File: src/hdl/wildcard_rule_classifier_core_assert.svh
// Assertion macros shared by the classifier RTL.
`ifndef WILDCARD_RULE_CLASSIFIER_CORE_ASSERT_SVH
`define WILDCARD_RULE_CLASSIFIER_CORE_ASSERT_SVH

// Same-cycle implication, checked on the rising clock edge outside reset.
`define WRC_ASSERT_NOW(label, ante, cons, msg) \
   label: assert property (@(posedge clock) disable iff (reset) (ante) |-> (cons)) \
      else $error(msg);

// Next-cycle implication.
`define WRC_ASSERT_NEXT(label, ante, cons, msg) \
   label: assert property (@(posedge clock) disable iff (reset) (ante) |=> (cons)) \
      else $error(msg);

`endif

File: src/hdl/wrc_pkg.sv
`timescale 1ns / 1ps

package wrc_pkg;

   localparam int KEY_W        = 8;
   localparam int PORT_W       = 8;
   localparam int SLOT_W       = 4;
   localparam int CFG_W        = 5;
   localparam int RULE_DEPTH_D = 16;

   localparam logic CMD_WRITE  = 1'b0;
   localparam logic CMD_LOOKUP = 1'b1;

   typedef struct packed {
      logic [KEY_W-1:0]  key_a;
      logic [KEY_W-1:0]  key_b;
      logic              wild_a;
      logic              wild_b;
      logic [PORT_W-1:0] port;
   } rule_type;

   localparam int RULE_W = $bits(rule_type);

   typedef enum logic {
      ST_IDLE,
      ST_SCAN
   } state_type;

   // controller -> datapath
   typedef struct packed {
      logic write_rule;   // store the request as a rule
      logic load_lookup;  // latch key and bound, restart the scan
      logic scan;         // issue reads and compare
      logic emit_drop;    // deliver a drop without scanning
      logic emit_scan;    // deliver the outcome of the scan
   } cmd_type;

   // datapath -> controller
   typedef struct packed {
      logic limit_zero;   // nothing to search
      logic found;        // entry under compare matches
      logic exhausted;    // entry under compare is the last in range
   } sts_type;

endpackage

File: src/hdl/wrc_ram.sv
`timescale 1ns / 1ps

module wrc_ram #(
   parameter int WIDTH = 8,
   parameter int DEPTH = 16,
   localparam int AW   = (DEPTH > 1) ? $clog2(DEPTH) : 1
) (
   input  logic             clock,
   input  logic             wr_en,
   input  logic [AW-1:0]    wr_addr,
   input  logic [WIDTH-1:0] wr_data,
   input  logic             rd_en,
   input  logic [AW-1:0]    rd_addr,
   output logic [WIDTH-1:0] rd_data
);

   logic [WIDTH-1:0] mem [DEPTH];
   logic [WIDTH-1:0] rd_data_ff;

   always_ff @(posedge clock) begin
      if (wr_en) begin
         mem[wr_addr] <= wr_data;
      end
      if (rd_en) begin
         rd_data_ff <= mem[rd_addr];
      end
   end

   assign rd_data = rd_data_ff;

endmodule

File: src/hdl/wrc_ctrl.sv
`timescale 1ns / 1ps
`include "wildcard_rule_classifier_core_assert.svh"

module wrc_ctrl (
   input  logic             clock,
   input  logic             reset,
   input  logic             start,
   input  logic             command,
   input  wrc_pkg::sts_type sts,
   output wrc_pkg::cmd_type cmd,
   output logic             busy
);

   wrc_pkg::state_type state_ff;
   wrc_pkg::state_type state_in;

   always_ff @(posedge clock) begin
      if (reset) begin
         state_ff <= wrc_pkg::ST_IDLE;
      end else begin
         state_ff <= state_in;
      end
   end

   always_comb begin
      state_in = state_ff;
      cmd      = '0;
      busy     = 1'b0;
      unique case (state_ff)
         wrc_pkg::ST_IDLE: begin
            if (start) begin
               if (command == wrc_pkg::CMD_WRITE) begin
                  cmd.write_rule = 1'b1;
               end else if (sts.limit_zero) begin
                  cmd.emit_drop = 1'b1;
               end else begin
                  cmd.load_lookup = 1'b1;
                  state_in        = wrc_pkg::ST_SCAN;
               end
            end
         end
         wrc_pkg::ST_SCAN: begin
            busy     = 1'b1;
            cmd.scan = 1'b1;
            if (sts.found || sts.exhausted) begin
               cmd.emit_scan = 1'b1;
               state_in      = wrc_pkg::ST_IDLE;
            end
         end
         default: begin
            state_in = wrc_pkg::ST_IDLE;
         end
      endcase
   end

   `WRC_ASSERT_NEXT(a_scan_ends, (state_ff == wrc_pkg::ST_SCAN) && (sts.found || sts.exhausted), state_ff == wrc_pkg::ST_IDLE, "scan did not end on a decision")

endmodule

File: src/hdl/wrc_dpath.sv
`timescale 1ns / 1ps

module wrc_dpath #(
   parameter int RULE_DEPTH = wrc_pkg::RULE_DEPTH_D
) (
   input  logic                        clock,
   input  logic                        reset,
   input  wrc_pkg::cmd_type            cmd,
   output wrc_pkg::sts_type            sts,
   input  logic [wrc_pkg::SLOT_W-1:0]  rule_slot,
   input  logic [wrc_pkg::KEY_W-1:0]   first_key,
   input  logic [wrc_pkg::KEY_W-1:0]   second_key,
   input  logic                        first_wild,
   input  logic                        second_wild,
   input  logic [wrc_pkg::PORT_W-1:0]  rule_port,
   input  logic                        cfg_wr,
   input  logic [wrc_pkg::CFG_W-1:0]   cfg_data,
   output logic                        rsp_valid,
   output logic                        rsp_hit,
   output logic [wrc_pkg::PORT_W-1:0]  rsp_port,
   output logic [wrc_pkg::SLOT_W-1:0]  rsp_rule_number
);

   localparam int AW = (RULE_DEPTH > 1) ? $clog2(RULE_DEPTH) : 1;
   localparam int CW = wrc_pkg::CFG_W;

   logic [CW-1:0]               rules_in_use_ff;
   logic [CW-1:0]               limit;
   logic [CW-1:0]               limit_ff;
   logic [wrc_pkg::KEY_W-1:0]   key_a_ff;
   logic [wrc_pkg::KEY_W-1:0]   key_b_ff;
   logic [CW-1:0]               idx_ff;
   logic [CW-1:0]               rd_idx_ff;
   logic                        rd_vld_ff;
   logic                        issue;
   logic                        slot_ok;
   logic                        match;
   wrc_pkg::rule_type           wr_rule;
   wrc_pkg::rule_type           rd_rule;
   logic                        rsp_valid_ff;
   logic                        rsp_hit_ff;
   logic [wrc_pkg::PORT_W-1:0]  rsp_port_ff;
   logic [wrc_pkg::SLOT_W-1:0]  rsp_rule_number_ff;

   // bound the search by the table depth
   assign limit   = (32'(rules_in_use_ff) > 32'(RULE_DEPTH)) ? CW'(RULE_DEPTH)
                                                              : rules_in_use_ff;
   assign slot_ok = 32'(rule_slot) < 32'(RULE_DEPTH);
   assign issue   = cmd.scan && (idx_ff < limit_ff);

   assign wr_rule = '{key_a: first_key, key_b: second_key, wild_a: first_wild,
                      wild_b: second_wild, port: rule_port};

   wrc_ram #(
      .WIDTH (wrc_pkg::RULE_W),
      .DEPTH (RULE_DEPTH)
   ) u_table (
      .clock   (clock),
      .wr_en   (cmd.write_rule && slot_ok),
      .wr_addr (AW'(rule_slot)),
      .wr_data (wr_rule),
      .rd_en   (issue),
      .rd_addr (AW'(idx_ff)),
      .rd_data (rd_rule)
   );

   assign match = (rd_rule.wild_a || (rd_rule.key_a == key_a_ff)) &&
                  (rd_rule.wild_b || (rd_rule.key_b == key_b_ff));

   assign sts.limit_zero = (limit == '0);
   assign sts.found      = rd_vld_ff && match;
   assign sts.exhausted  = rd_vld_ff && ({1'b0, rd_idx_ff} + 1'b1 == {1'b0, limit_ff});

   always_ff @(posedge clock) begin
      if (reset) begin
         rules_in_use_ff <= '0;
         rd_vld_ff       <= 1'b0;
         rsp_valid_ff    <= 1'b0;
      end else begin
         if (cfg_wr) begin
            rules_in_use_ff <= cfg_data;
         end
         rd_vld_ff    <= issue;
         rsp_valid_ff <= cmd.emit_drop || cmd.emit_scan;
      end
   end

   always_ff @(posedge clock) begin
      if (cmd.load_lookup) begin
         key_a_ff <= first_key;
         key_b_ff <= second_key;
         limit_ff <= limit;
         idx_ff   <= '0;
      end else if (issue) begin
         idx_ff <= idx_ff + 1'b1;
      end
      if (issue) begin
         rd_idx_ff <= idx_ff;
      end
      if (cmd.emit_scan && sts.found) begin
         rsp_hit_ff         <= 1'b1;
         rsp_port_ff        <= rd_rule.port;
         rsp_rule_number_ff <= rd_idx_ff[wrc_pkg::SLOT_W-1:0];
      end else if (cmd.emit_drop || cmd.emit_scan) begin
         rsp_hit_ff         <= 1'b0;
         rsp_port_ff        <= '0;
         rsp_rule_number_ff <= '0;
      end
   end

   assign rsp_valid       = rsp_valid_ff;
   assign rsp_hit         = rsp_hit_ff;
   assign rsp_port        = rsp_port_ff;
   assign rsp_rule_number = rsp_rule_number_ff;

endmodule

File: src/hdl/wildcard_rule_classifier_core.sv
`timescale 1ns / 1ps
`include "wildcard_rule_classifier_core_assert.svh"

// First-match wildcard rule classifier. An item is taken when start is high
// and busy is low. A write item (command 0) stores one rule in the slot it
// names in the same cycle and gives no result; busy stays low, so the next
// item may follow at once. A lookup item (command 1) scans slots 0 up to the
// lesser of rules_in_use and RULE_DEPTH, minus one, in order, one stored rule
// per cycle through the single read port of the rule RAM; busy stays high
// while the scan runs, and the result strobe rsp_valid comes in the cycle
// after the deciding compare. A lookup with nothing to search returns a
// drop in the next cycle without going busy. The result is on the rsp_ ports
// for exactly one cycle and cannot be held off: capture it when rsp_valid is
// high. On a drop (rsp_hit low), port and rule_number are zero. rules_in_use
// is written through the csr_ channel, which is ready whenever the block is
// not scanning; write it only while no lookup is outstanding. Slots are never
// cleared: search only slots already written.
module wildcard_rule_classifier_core #(
   parameter int RULE_DEPTH = wrc_pkg::RULE_DEPTH_D
) (
   input  logic                        clock,
   input  logic                        reset,
   // request channel
   input  logic                        start,
   output logic                        busy,
   input  logic                        req_command,
   input  logic [wrc_pkg::SLOT_W-1:0]  req_rule_slot,
   input  logic [wrc_pkg::KEY_W-1:0]   req_first_key,
   input  logic [wrc_pkg::KEY_W-1:0]   req_second_key,
   input  logic                        req_first_wild,
   input  logic                        req_second_wild,
   input  logic [wrc_pkg::PORT_W-1:0]  req_rule_port,
   // result channel
   output logic                        rsp_valid,
   output logic                        rsp_hit,
   output logic [wrc_pkg::PORT_W-1:0]  rsp_port,
   output logic [wrc_pkg::SLOT_W-1:0]  rsp_rule_number,
   // configuration
   input  logic                        csr_valid,
   output logic                        csr_ready,
   input  logic [wrc_pkg::CFG_W-1:0]   csr_rules_in_use
);

   wrc_pkg::cmd_type cmd;
   wrc_pkg::sts_type sts;

   // sequencer: accept items, run the scan, time the result strobe
   wrc_ctrl u_ctrl (
      .clock   (clock),
      .reset   (reset),
      .start   (start),
      .command (req_command),
      .sts     (sts),
      .cmd     (cmd),
      .busy    (busy)
   );

   // rule table, compare unit and result register
   wrc_dpath #(
      .RULE_DEPTH (RULE_DEPTH)
   ) u_dpath (
      .clock           (clock),
      .reset           (reset),
      .cmd             (cmd),
      .sts             (sts),
      .rule_slot       (req_rule_slot),
      .first_key       (req_first_key),
      .second_key      (req_second_key),
      .first_wild      (req_first_wild),
      .second_wild     (req_second_wild),
      .rule_port       (req_rule_port),
      .cfg_wr          (csr_valid && csr_ready),
      .cfg_data        (csr_rules_in_use),
      .rsp_valid       (rsp_valid),
      .rsp_hit         (rsp_hit),
      .rsp_port        (rsp_port),
      .rsp_rule_number (rsp_rule_number)
   );

   // hold the register still while a scan reads its bound
   assign csr_ready = !busy;

   // a result always lands once the scan has released the request side
   `WRC_ASSERT_NOW(a_rsp_when_free, rsp_valid, !busy, "result strobe while still scanning")
   // a drop carries zero port and slot
   `WRC_ASSERT_NOW(a_drop_zero, rsp_valid && !rsp_hit, (rsp_port == '0) && (rsp_rule_number == '0), "drop with non-zero fields")
   // a lookup that goes busy ends the busy stretch with a result
   `WRC_ASSERT_NEXT(a_busy_fall_rsp, busy && !cmd.emit_scan && !sts.found && !sts.exhausted, busy, "scan released without a decision")

endmodule
File: config.mk
export PLATFORM = sky130hd
export DESIGN_NAME = wildcard_rule_classifier_core
export DESIGN_NICKNAME = d
export VERILOG_FILES = /design/src/hdl/wrc_pkg.sv /design/src/hdl/wrc_ram.sv /design/src/hdl/wrc_ctrl.sv /design/src/hdl/wrc_dpath.sv /design/src/hdl/wildcard_rule_classifier_core.sv
export VERILOG_INCLUDE_DIRS = /design/src /design/src/hdl
export SDC_FILE = /design/constraint.sdc
export NUM_CORES = 1
export LEC_CHECK = 0
export BUFFER_PORTS_ARGS = -buffer_cell sky130_fd_sc_hd__buf_2
export CAP_MARGIN = 20
export CORE_MARGIN = 2
export CORE_UTILIZATION = 35
export CTS_CLUSTER_SIZE = 16
export DETAILED_ROUTE_END_ITERATION = 16
export GPL_TIMING_DRIVEN = 1
export PLACE_DENSITY_LB_ADDON = 0.2
export SLEW_MARGIN = 15
export SYNTH_ARGS = -nofsm -noshare
export SYNTH_HDL_FRONTEND = slang
export SYNTH_SLANG_ARGS = --single-unit
File: constraint.sdc
create_clock -name clock -period 5.45 [get_ports clock]
set_input_delay 0.8175 -clock clock [delete_from_list [all_inputs] [get_ports clock]]
set_output_delay 0.8175 -clock clock [all_outputs]
set_load 0.01 [all_outputs]
==> results by stage <==
Logic synthesis:
- For this run, asynchronously set or reset flops after synthesis account for 0.
- The Yosys step of the flow raised 0 warnings.
- By area the synthesized netlist is led by edfxtp_1 76%, mux4_2 12%, mux2i_1 1.9%.
- In the synthesized netlist the dominant register cell turns out to be edfxtp_1.
- The top cell type by total area after synthesis is edfxtp_1.
- For this run, the register share of the synthesized area comes to 0.777.
- The number of synthesized flops with an enable pin is 480.
- Synthesis inferred around 490 register bits.
- Of the post-synthesis cell area, the dominant cell type holds 0.762.
- The net count after synthesis is 930.
- The post-synthesis cell area is 18,900 µm².
- The number of different library cells in the post-synthesis netlist is 37.
- Synthesis produced a netlist whose cell count is slightly below 900.
- The synthesized area per cell is between 20 and 25 µm².

Finish:
- In the final layout, the share of cells above drive strength 1 is 0.269.
- Once layout is complete, the utilization of the core stands at 0.407.
- The number of nets in the final layout is 1,017.
- The register cell area after layout is 14,700 µm².
- The number of filler cells placed in the layout is 4,739.
- The number of antenna diodes in the final layout is 0.
- The relative area change from synthesis to final layout is 15.3%.
- The area occupied by multi-input gates is 4070 µm².

STA:
- The worst path in the final design needs a cycle of between 2 and 3 ns, including I/O delays and setup.
- Setup repair after global routing left no endpoint under its margin.
- The post-route clock period utilization is 0.525.
- The transition time at the pin with the least slew margin is 1.03 ns.
- The hold violation count in the final report is 0.
- Timing would allow up to 0.350 GHz.
- The relative slew slack is 0.313.
- The final setup violation count is 0.
- The max-slew violation count is 0.
- The least setup slack across all paths after layout is 2.59 ns.
- The worst-case hold slack is 0.448 ns.
- After routing, the total negative slack on setup checks comes to 0 ns.
- The setup clock skew after layout is 0.0212 ns.

GRT:
- Global routing finished with a remaining overflow of 0.
- The pin count of the biggest net entering global routing is between 60 and 70.
- The number of antenna violations at the first check in global routing is 0.
- The number of global-route vias before repair is between 9,000 and 10,000.
- The global-route wire length before repair is 58,800 µm.
- Across every metal layer, demand over resource in global routing totals 0.142.

Place:
- The number of buffer cells added on primary ports is 55.
- The final estimated routing congestion in global placement is 0.780.
- The minimum setup slack after placement is 2.43 ns.
- After legalization and detailed placement, the total HPWL measured 21,600 µm.

Routing:
- In the final routed layout, each cell accounts on average for 22.8 µm.
- The number of remaining DRC errors is 0.
- The per-cell via count in the routed design is 4.97.
- After the first detailed-routing iteration, the DRC count stood at just under 700.
- The total vias in the final route is between 8,000 and 9,000.
- In this run the remaining antenna-violating nets after routing total 0.
- The final layout contains routed wiring with a total length of 38,900 µm.
- The number of search-and-repair iterations in the first detailed-routing pass is 5.

Setup path:
- The worst register-to-register path ends at u_dpath.u_table.rd_data[20].
- STA classifies the critical path endpoint as a flip-flop.
- The biggest cell delay along the critical path is 0.87 ns.
- Traced cell by cell, the critical path runs through ha_1, a21o_1, a31oi_4, buf_4.
- In this run the worst setup path begins at u_dpath.idx_ff[2].
- The critical path is of the reg2reg type.
- The worst register-to-register path has a depth of 4.
- Along the worst path, the maximum fanout reaches 45.
- The slowest stage cell on the critical path is dfxtp_4.
- For flop-to-flop paths, the worst setup slack is 2.59 ns.
- The critical path startpoint category is a flip-flop.
- At the worst endpoint, the arrival time is 3.09 ns.
- In this run the critical register-to-register path is launched from u_dpath.idx_ff[2].
- The required time at the endpoint of the critical path is 5.68 ns.

Power and ir drop:
- VDD sags by at most 0.000325 V.
- Power spread over the standard cell area amounts to 414 nW/µm².
- For this design the static power due to leakage is between 6 and 7 nW.

Floorplan:
- The die width is approximately 240 µm.
- The count of pins on the block boundary is 56.
- Measured along the y axis, the die boundary spans 236 µm.
- The die covers between 50,000 and 60,000 µm².
- For this configuration, the core starts out at a cell density of 0.353.
- The core region area is 53,600 µm².
- The row count is 85.

Clock network:
- CTS saw 494 sinks.
- The buffer cell driving the clock tree root is clkbuf_16.
- Counting the buffers created by CTS gives 52.
- The H-tree generated during clock tree synthesis spans 2 levels.
- The clock transition at the register clock pins on the worst setup and hold paths after CTS is about 0.060 ns.
- The clock passes through at most 3 buffers.
- The source-to-sink clock delay at the later pin of the worst-skew pair is 0.59 ns.
- TritonCTS built the clock tree.
- The number of buffers inserted to repair setup after CTS is 0.
- Buffers inserted to repair hold after CTS numbered 0.
- The number of resized instances in the post-cts repair step is 0.

Flow run:
- Max-cap violations in this run came to 0.

Min path:
- The startpoint of the worst hold path is u_dpath.rsp_hit.
- The worst hold path passes through 2 cells.
- The worst hold path terminates at u_dpath.rsp_hit.
- The path category of the worst min-delay check is reg2reg.

Status:
- The run finished with clean final reports.
-- worst max-delay path, delay by kind of cell (launching register included) --
family          cells  cell delay [ns]
buf+inv             1             0.48
flops               1             0.87
fa+ha+maj           1             0.36
compound gates      2             0.75
-- final cells by class --
type | count | area share
Clock buffer | 63 | 0.0616
Clock inverter | 33 | 0.00930
Inverter | 9 | 0.00155
Multi-Input combinational cell | 338 | 0.187
Sequential cell | 494 | 0.674
Tap cell | 696 | 0.0399
Timing Repair Buffer | 76 | 0.0265
-- synthesized netlist by cell type (all sizes together), types with 2 or more instances --
| library cell | instances |
|---|---|
| a211oi | 26 |
| a21o | 2 |
| a21oi | 30 |
| a31oi | 2 |
| and2 | 12 |
| and3 | 2 |
| buf | 24 |
| clkbuf | 19 |
| dfxtp | 14 |
| edfxtp | 480 |
| ha | 6 |
| inv | 9 |
| mux2i | 35 |
| mux4 | 104 |
| nand2 | 8 |
| nand2b | 3 |
| nand3 | 2 |
| nand4 | 7 |
| nor2 | 27 |
| nor2b | 32 |
| nor3 | 5 |
| nor3b | 2 |
| o21ai | 2 |
| or3 | 2 |
| xnor2 | 21 |
-- where the power goes --
| group | switching (mW) | leakage [nW] | internal [mW] |
|---|---|---|---|
| Clock | 1.44 | 0.755 | 1.80 |
| Combinational | 0.718 | 1.52 | 0.708 |
| Sequential | 0.0789 | 4.46 | 4.29 |
-- per-stage QoR --
step	instance area [µm²]	power, mW	instances
after floorplan	18900	5.55	884
after global placement	20100	5.92	1606
after detailed placement	20200	5.93	1609
after CTS	21700	9.17	1705
after global routing	21800	9.43	1709
final	21800	9.03	1709
-- sequential cells by signal, summed over array words and instances, names as in the netlist --
signal                   count
u_dpath.rsp_valid            1
u_dpath.rules_in_use_ff      5
u_dpath.rsp_port             8
u_dpath.rd_idx_ff            5
u_ctrl.state_ff              1
u_dpath.key_a_ff             8
u_dpath.u_table.mem        416
u_dpath.idx_ff               5
u_dpath.rsp_rule_number      4
u_dpath.u_table.rd_data     26
u_dpath.key_b_ff             8
u_dpath.rd_vld_ff            1
u_dpath.rsp_hit              1
u_dpath.limit_ff             5
-- cells by family (layout without fill, tap and decap cells) --
family,count (synthesis),after routing,synth area share
AND/OR/NAND/NOR,104,104,0.0296
multiplexers,139,139,0.142
flip-flops,494,494,0.777
XOR/XNOR,22,22,0.0102
AO/OA/AOI/OAI,67,67,0.0234
adder cells (fa/ha/maj),6,6,0.00397
buffers and inverters,52,181,0.0132
-- cells in the final DEF, fill, tap and decap left out, types with 10 or more instances in the layout --
cell       count
a21oi_1       30
a211oi_1      26
dfxtp_1       10
clkinv_1      15
xnor2_1       21
edfxtp_1     480
nor2_1        15
mux2i_1       35
clkinv_2      10
and2_1        12
mux4_2       104
clkbuf_1      11
buf_2         55
clkbuf_16     52
nor2_4        12
nor2b_1       32
buf_4         13
-- metal layers --
metal  track usage  up-vias  part of all wire
met5             0        -                 0
met4        0.0384        0             0.021
met3        0.0288       61             0.043
met2         0.230      147              0.48
met1         0.198     4471              0.46
li1              -     3817                 -
-- worst max path at each step --
stage                                  endpoint  slack [ns]  cells past startpoint
floorplan             u_dpath.u_table.mem[0][0]        1.82                      3
global placement              u_dpath.idx_ff[0]        2.46                      6
detailed placement            u_dpath.idx_ff[0]        2.43                      6
CTS                           u_dpath.idx_ff[0]        2.46                      6
global route                  u_dpath.idx_ff[0]        2.41                      6
finish              u_dpath.u_table.rd_data[20]        2.59                      4
No activity file was read; power rests on OpenSTA's default activity.
